$ cat src/hw/rtl/gsnf_pkg.sv
// Shared types and constants for the safe node finder.
package gsnf_pkg;

  localparam int MAX_NODES = 64;
  localparam int NODE_W    = $clog2(MAX_NODES);
  localparam int COUNT_W   = NODE_W + 1;

  typedef enum logic [1:0] {
    KIND_CLEAR = 2'd0,
    KIND_EDGE  = 2'd1,
    KIND_SOLVE = 2'd2,
    KIND_NONE  = 2'd3
  } kind_e;

  typedef enum logic [2:0] {
    ST_IDLE,
    ST_EDGE,
    ST_ROOT,
    ST_ROWRD,
    ST_SCAN,
    ST_STKRD,
    ST_EMIT
  } state_e;

  localparam logic [1:0] REG_NODE_COUNT = 2'd0;

  typedef struct packed {
    logic clr_graph;
    logic edge_load;
    logic edge_wr;
    logic solve_init;
    logic root_step;
    logic row_load;
    logic scan;
    logic top_load;
    logic emit_step;
  } cmd_t;

  typedef struct packed {
    logic root_push;
    logic roots_done;
    logic scan_push;
    logic scan_fail;
    logic scan_pop;
    logic pop_last;
    logic emit_last;
  } stat_t;

endpackage

$ cat src/hw/rtl/gsnf_ctrl.sv
// Controller state machine sequencing clear, load, walk and report.
module gsnf_ctrl import gsnf_pkg::*; (
  input  logic  clk_i,
  input  logic  rst_ni,
  input  logic  in_valid_i,
  input  kind_e kind_i,
  output logic  in_ready_o,
  input  logic  out_free_i,
  input  stat_t stat_i,
  output cmd_t  cmd_o
);
  state_e state_q, state_d;
  logic   take;

  always_ff @(posedge clk_i or negedge rst_ni) begin
    if (!rst_ni) state_q <= ST_IDLE;
    else state_q <= state_d;
  end

  assign take = in_valid_i && (state_q == ST_IDLE);

  always_comb begin
    state_d = state_q;
    unique case (state_q)
      ST_IDLE: begin
        if (take) begin
          unique case (kind_i)
            KIND_EDGE:  state_d = ST_EDGE;
            KIND_SOLVE: state_d = ST_ROOT;
            default:    state_d = ST_IDLE;
          endcase
        end
      end
      ST_EDGE: state_d = ST_IDLE;
      ST_ROOT: begin
        if (stat_i.root_push) state_d = ST_ROWRD;
        else if (stat_i.roots_done) state_d = ST_EMIT;
      end
      ST_ROWRD: state_d = ST_SCAN;
      ST_SCAN: begin
        if (stat_i.scan_push) state_d = ST_ROWRD;
        else if (stat_i.scan_fail) state_d = ST_ROOT;
        else if (stat_i.scan_pop) state_d = stat_i.pop_last ? ST_ROOT : ST_STKRD;
      end
      ST_STKRD: state_d = ST_ROWRD;
      ST_EMIT: if (out_free_i && stat_i.emit_last) state_d = ST_IDLE;
      default: state_d = ST_IDLE;
    endcase
  end

  always_comb begin
    cmd_o      = '0;
    in_ready_o = 1'b0;
    unique case (state_q)
      ST_IDLE: begin
        in_ready_o       = 1'b1;
        cmd_o.clr_graph  = take && kind_i == KIND_CLEAR;
        cmd_o.edge_load  = take && kind_i == KIND_EDGE;
        cmd_o.solve_init = take && kind_i == KIND_SOLVE;
      end
      ST_EDGE:  cmd_o.edge_wr = 1'b1;
      ST_ROOT:  cmd_o.root_step = 1'b1;
      ST_ROWRD: cmd_o.row_load = 1'b1;
      ST_SCAN:  cmd_o.scan = 1'b1;
      ST_STKRD: cmd_o.top_load = 1'b1;
      ST_EMIT:  cmd_o.emit_step = out_free_i;
      default: ;
    endcase
  end
endmodule

$ cat config.mk
export PLATFORM = sky130hd
export DESIGN_NAME = gsnf_ctrl
export DESIGN_NICKNAME = d
export VERILOG_FILES = /design/src/hw/rtl/gsnf_pkg.sv /design/src/hw/rtl/gsnf_ctrl.sv
export SDC_FILE = /design/constraint.sdc
export NUM_CORES = 1
export LEC_CHECK = 0
export ABC_AREA = 1
export BUFFER_PORTS_ARGS = -buffer_cell sky130_fd_sc_hd__buf_2
export CAP_MARGIN = 15
export CORE_MARGIN = 3
export CORE_UTILIZATION = 25
export CTS_CLUSTER_SIZE = 8
export DETAILED_ROUTE_END_ITERATION = 10
export GPL_ROUTABILITY_DRIVEN = 0
export HOLD_SLACK_MARGIN = 0.1
export PLACE_DENSITY_LB_ADDON = 0.2
export SETUP_SLACK_MARGIN = 0.4
export SYNTH_ARGS = -nofsm -noshare
export SYNTH_HDL_FRONTEND = slang
export SYNTH_SLANG_ARGS = --single-unit
$ cat constraint.sdc
create_clock -name clk_i -period 3.5 [get_ports clk_i]
set_clock_uncertainty 0.05 [all_clocks]
set_input_delay 0.35 -clock clk_i [delete_from_list [all_inputs] [get_ports clk_i]]
set_output_delay 0.35 -clock clk_i [all_outputs]
set_load 0.02 [all_outputs]
==> results of run 1 <==
## layout make-up
cell class,instances,area [sq um],area share [%]
well taps,15,18.8,3.49
inverters,14,52.6,9.77
repair buffers,23,120,22.3
flip-flops and latches,3,75.1,14.0
clock buffers,4,26.3,4.88
multi-input cells,52,245,45.6
## cells in the final DEF, fill, tap and decap left out
| cell type | Yosys | final |
|---|---|---|
| buf_2 | 1 | 22 |
| clkbuf_1 | 0 | 1 |
| clkbuf_4 | 0 | 3 |
| dfrtp_1 | 3 | 3 |
| dlygate4sd3_1 | 0 | 1 |
| inv_1 | 11 | 11 |
| inv_2 | 3 | 3 |
| nand2_1 | 20 | 20 |
| nand2_2 | 1 | 1 |
| nand3_1 | 4 | 4 |
| nand3_2 | 1 | 1 |
| nand3b_1 | 1 | 1 |
| nand4_1 | 3 | 3 |
| nor2_1 | 14 | 14 |
| nor2_2 | 1 | 1 |
| nor3_1 | 2 | 2 |
| nor3_2 | 2 | 2 |
| nor4_1 | 1 | 1 |
| o21a_1 | 1 | 1 |
| o21ai_0 | 1 | 1 |
## cells in the mapped netlist
library cell and instances:
buf_2 1, dfrtp_1 3, inv_1 11, inv_2 3, nand2_1 20, nand2_2 1, nand3_1 4, nand3_2 1
nand3b_1 1, nand4_1 3, nor2_1 14, nor2_2 1, nor3_1 2, nor3_2 2, nor4_1 1, o21a_1 1
o21ai_0 1
## metal layers
| layer | part of all wire, % | wire length (um) |
|---|---|---|
| met5 | 0 | 0 |
| met4 | 0 | 0 |
| met3 | 7.0 | 71 |
| met2 | 45 | 452 |
| met1 | 48 | 487 |
## worst max-delay path: cells and delay by family (launching register included)
kind | cells | cell delay, ns
flops | 1 | 0.46
simple gates | 3 | 0.44
buf+inv | 1 | 0.19
## per-stage QoR
| step | setup WS, ns | cell area [sq um] | hold WS [ns] | power, uW |
|---|---|---|---|---|
| CTS | 1.76 | 538 | 0.391 | 344 |
| detailed placement | 2.01 | 502 | 0.0970 | 282 |
| global placement | 2.04 | 502 | 0.0978 | 283 |
| finish | 1.78 | 538 | 0.390 | 342 |
| global route | 1.64 | 538 | 0.414 | 375 |
| floorplan | 1.66 | 378 | 0.00441 | 227 |
## report_power, final
part / leakage [uW] / total, uW / internal [uW] / switching (uW)
clock network: 0.0000150 / 60.7 / 42.7 / 18.0
registers: 0.0000389 / 75.6 / 48.0 / 27.6
logic: 0.000295 / 206 / 72.3 / 134
total: 0.000348 / 342 / 163 / 179
## cell families (layout without fill, tap and decap cells)
kind of cell / count (synthesis) / after routing / share of synthesized area (%)
compound gates: 2 / 2 / 3.31
buf+inv: 15 / 41 / 15.2
flops: 3 / 3 / 19.9
simple gates: 50 / 50 / 61.6
## path summary, 6_finish.rpt
kind	start	to	slack [ns]	depth (start not counted)
hold reg to reg	state_q[1]$_DFFE_PN0P_	state_q[1]$_DFFE_PN0P_	0.60	2
max in group asynchronous	rst_ni	state_q[1]$_DFFE_PN0P_	2.90	2
setup / recovery	state_q[1]$_DFFE_PN0P_	cmd_o[8]	1.78	4
min in group clk_i	stat_i[6]	state_q[0]$_DFFE_PN0P_	0.43	5
hold / removal	rst_ni	state_q[2]$_DFFE_PN0P_	0.39	2
setup reg to reg	state_q[1]$_DFFE_PN0P_	state_q[2]$_DFFE_PN0P_	2.25	8
==> impl_metrics.tcl, run 1 <==
set metrics [dict create \
    synth.area.top_cells "dfrtp_1 (20%), nand2_1 (20%), nor2_1 (14%)" \
    grt_use_met3_pct 2.39 \
    core_area_sq_mm 0.00137 \
    synthToLayoutAreaGrowth_pct 42.4 \
    wl_um 1010 \
    yosys_register_bits 3 \
    cts.clk_slew.worst_paths_ns 0.04 \
    ys_seq_area_share_pct 19.9 \
    yosys.area.top_type "dfrtp_1" \
    yosysTopAreaCellShare_pct 19.9 \
    drive_gt1_share_pct 34.4 \
    rows 13 \
    first_pass_iters 4 \
    fmax_ghz 0.582 \
    clk_latency_ns 0.23 \
    drc 0 \
    path_class "reg -> out" \
    vdd_drop_max_v 0.000161 \
    slew_headroom_pct 81.2 \
    vias_per_cell 4.36 \
    p_leak_uw 0.000348 \
    endpoint_kind "output pin" \
    die_w_um 44.9 \
    regMostFlops "state_q" \
    crit_chain "nor3_2 > nand2_1 > nor3_1 > buf_2" \
    io_pins 23 \
    largest_reg_flops 3 \
    status "completed" \
    final_cells 111 \
    required_ns 3.10 \
    period_share_pct 49.1 \
    cts_buffer_depth 2 \
    antenna_cells 0 \
    die_area_sq_mm 0.00201 \
    n_fill_cell 173 \
    finalHoldViolCount 0 \
    slew_violations 0 \
    power_density_mw_per_mm2 636 \
    place_inst 106 \
    cts_resized 0 \
    dp_hpwl_um 842 \
    ctsHtreeMaxLevel 1 \
    vias 484 \
    hold_buffers 1 \
    synth_area_sq_um 378 \
    ys_warn_count 0 \
    grt_first_pass_wirelength_um 1650 \
    hold_path_class "in -> async" \
    finish.utilization_pct 39.4 \
    grt_busiest_layer "met2" \
    period_minus_slack_ns 1.72 \
    cts_setup_buffers 0 \
    nets 110 \
    cts.sinks 3 \
    setup_tns_ns 0 \
    setup_violations 0 \
    start_util_pct 27.7 \
    io_buffers 22 \
    cts-buffers-inserted 3 \
    grt_pass1_vias 442 \
    avgSynthCellArea_sq_um 5.40 \
    drv_cap 0 \
    use_met1_pct 13.8 \
    tightest_slew_ns 0.282 \
    drt-wirelength-per-cell_um 9.11 \
    crit_fanout 8 \
    yosysUniqueCellTypes 17 \
    drtAntennaViolNets 0 \
    worst_ep_arrival_time_ns 1.32 \
    setup.worst_path.start_class "register" \
    ctsRootBufferMaster "clkbuf_4" \
    dieHeight_um 44.9 \
    grt_antenna_before_repair 0 \
    reg_top3 "state_q (3)" \
    slowest_delay_ns 0.46 \
    globalRouteOverflowTotal 0 \
    met2_usage_pct 18.1 \
    cp_slowest_cell "dfrtp_1" \
    synth_fp_nets 83 \
    grt_usage_pct 11.1 \
    grt_setup_unrepaired "no" \
    drtIter0Drc 9 \
    netlist_instances 70 \
    cts_tree "done" \
    grt_max_degree 9 \
]
Power figures use the tool's default switching activity.
==> run 2, diff against run 1 <==
Clock period 3.5 ns to 1.7 ns, I/O delays scaled along.
==> impl_metrics.tcl, run 2 (same netlist as run 1, synthesis figures left out) <==
set metrics [dict create \
    n_fill_cell 139 \
    rows 13 \
    dp_slack_ns 0.357 \
    io_pins 23 \
    cts.sinks 3 \
    ctsRootBufferMaster "clkbuf_4" \
    postPlaceCellArea_sq_um 533 \
    worst_ep_arrival_time_ns 1.27 \
    status "completed" \
    nets 121 \
    endpoint_kind "output pin" \
    cts_buffer_depth 2 \
    path_class "reg -> out" \
    grt_first_pass_wirelength_um 1940 \
    core_area_sq_mm 0.00137 \
    pwr-share-comb_pct 72.2 \
    hold-worst-slack_ns 0.219 \
    cpMostUsedCell "nor3_4" \
    cp_slowest_cell "dfrtp_2" \
    setup_tns_ns 0 \
    die_w_um 44.9 \
    required_ns 1.48 \
    ctsHtreeMaxLevel 1 \
    vdd_drop_max_v 0.000458 \
    slew_headroom_pct 86.2 \
    final_cell_mix "nand2_1 (17), buf_2 (15), nor2_1 (12)" \
    setup.worst_path.start_class "register" \
    path_delay_family "simple AND/OR/NAND/NOR gates" \
    antenna_cells 0 \
    worst_slack_ns 0.207 \
    dieHeight_um 44.9 \
    reg_top3 "state_q (3)" \
    crit_chain "nor3_4 > nand2_2 > nor3_4 > buf_6" \
    largest_reg_flops 3 \
    final_common_cell "nand2_1" \
    drive_gt1_share_pct 55.1 \
    setup_violations 0 \
    cts-buffers-inserted 3 \
    grt_pass1_vias 494 \
    period_share_pct 87.8 \
    drv_cap 0 \
    io_buffers 22 \
    cts_tree "done" \
    hold_path_class "in -> async" \
    wl_um 1190 \
    die_area_sq_mm 0.00201 \
    clkPwrFrac_pct 11.7 \
    grt_antenna_before_repair 0 \
    period_minus_slack_ns 1.49 \
    slew_violations 0 \
    clk_latency_ns 0.23 \
    drtAntennaViolNets 0 \
    dp_hpwl_um 896 \
    fmax_ghz 0.670 \
    synthToLayoutAreaGrowth_pct 99.3 \
    globalRouteOverflowTotal 0 \
    netSwitchingFraction_pct 48.0 \
    power_density_mw_per_mm2 1370 \
    vias_per_cell 4.55 \
    start_util_pct 27.7 \
    vias 555 \
    drt-wirelength-per-cell_um 9.75 \
    grt_usage_pct 12.5 \
    worst-path-buf-inv 1 \
    final_area_sq_um 753 \
    tightest_slew_ns 0.206 \
    power.total_uw 1030 \
    p_int_uw 538 \
    cts.clk_slew.worst_paths_ns 0.04 \
    p_leak_uw 0.000415 \
    grt_max_degree 7 \
    seqCellArea_sq_um 78.8 \
    p_switching_uw 496 \
    multi_input_area_sq_um 318 \
    drc 0 \
    crit_fanout 6 \
    slowest_delay_ns 0.45 \
    drtIter0Drc 7 \
    first_pass_iters 5 \
    grt_setup_unrepaired "yes" \
    regMostFlops "state_q" \
    finalHoldViolCount 0 \
    seq_power_share_pct 16.1 \
]
## run 2: repair_timing
| item | CTS | global route |
|---|---|---|
| hold endpoints to repair | 3 | 0 |
| setup endpoints to repair | 11 | 13 |
| pin swaps | 2 | 6 |
| buffers inserted | 7 | 4 |
| gates resized for setup | 25 | 9 |
| hold buffers | 1 | 0 |
## run 2: stage by stage
stage          instances  util, %
2_1_floorplan         70        -
3_5_place_dp         106     39.0
4_1_cts              118     51.2
3_3_place_gp         106     39.0
5_1_grt              122     55.1
6_report             122     55.1
## run 2: worst paths after layout
kind | startpoint | slack [ns] | depth (start not counted) | endpoint
setup / recovery | state_q[1]$_DFFE_PN0P_ | 0.21 | 4 | cmd_o[8]
hold / removal | rst_ni | 0.22 | 2 | state_q[2]$_DFFE_PN0P_
setup reg to reg | state_q[1]$_DFFE_PN0P_ | 0.41 | 8 | state_q[1]$_DFFE_PN0P_
hold reg to reg | state_q[1]$_DFFE_PN0P_ | 0.65 | 3 | state_q[1]$_DFFE_PN0P_
max in group asynchronous | rst_ni | 1.26 | 2 | state_q[1]$_DFFE_PN0P_
min in group clk_i | stat_i[6] | 0.27 | 5 | state_q[0]$_DFFE_PN0P_
## run 2: layer usage
| layer | share of wire (%) | vias up | global-route usage, % | wire (um) |
|---|---|---|---|---|
| li1 | - | 294 | - | - |
| met1 | 40 | 240 | 15.3 | 481 |
| met2 | 53 | 21 | 23.8 | 635 |
| met3 | 6.1 | 0 | 0 | 72 |
| met4 | 0 | 0 | 3.51 | 0 |
| met5 | 0 | - | 0 | 0 |
## run 2: area by class of cell
| class | count | share of cell area (%) |
|---|---|---|
| multi-input cells | 52 | 42.2 |
| repair buffers | 34 | 32.7 |
| flip-flops and latches | 3 | 10.5 |
| inverters | 14 | 8.64 |
| clock buffers | 4 | 3.49 |
| well taps | 15 | 2.49 |
## run 2: power by group through the flow
stage / combinational [uW] / sequential, uW / clock (uW)
5_1_grt: 819 / 170 / 125
4_1_cts: 663 / 164 / 125
6_report: 747 / 166 / 121
3_3_place_gp: 449 / 167 / 0
2_1_floorplan: 366 / 132 / 0
3_5_place_dp: 450 / 169 / 0
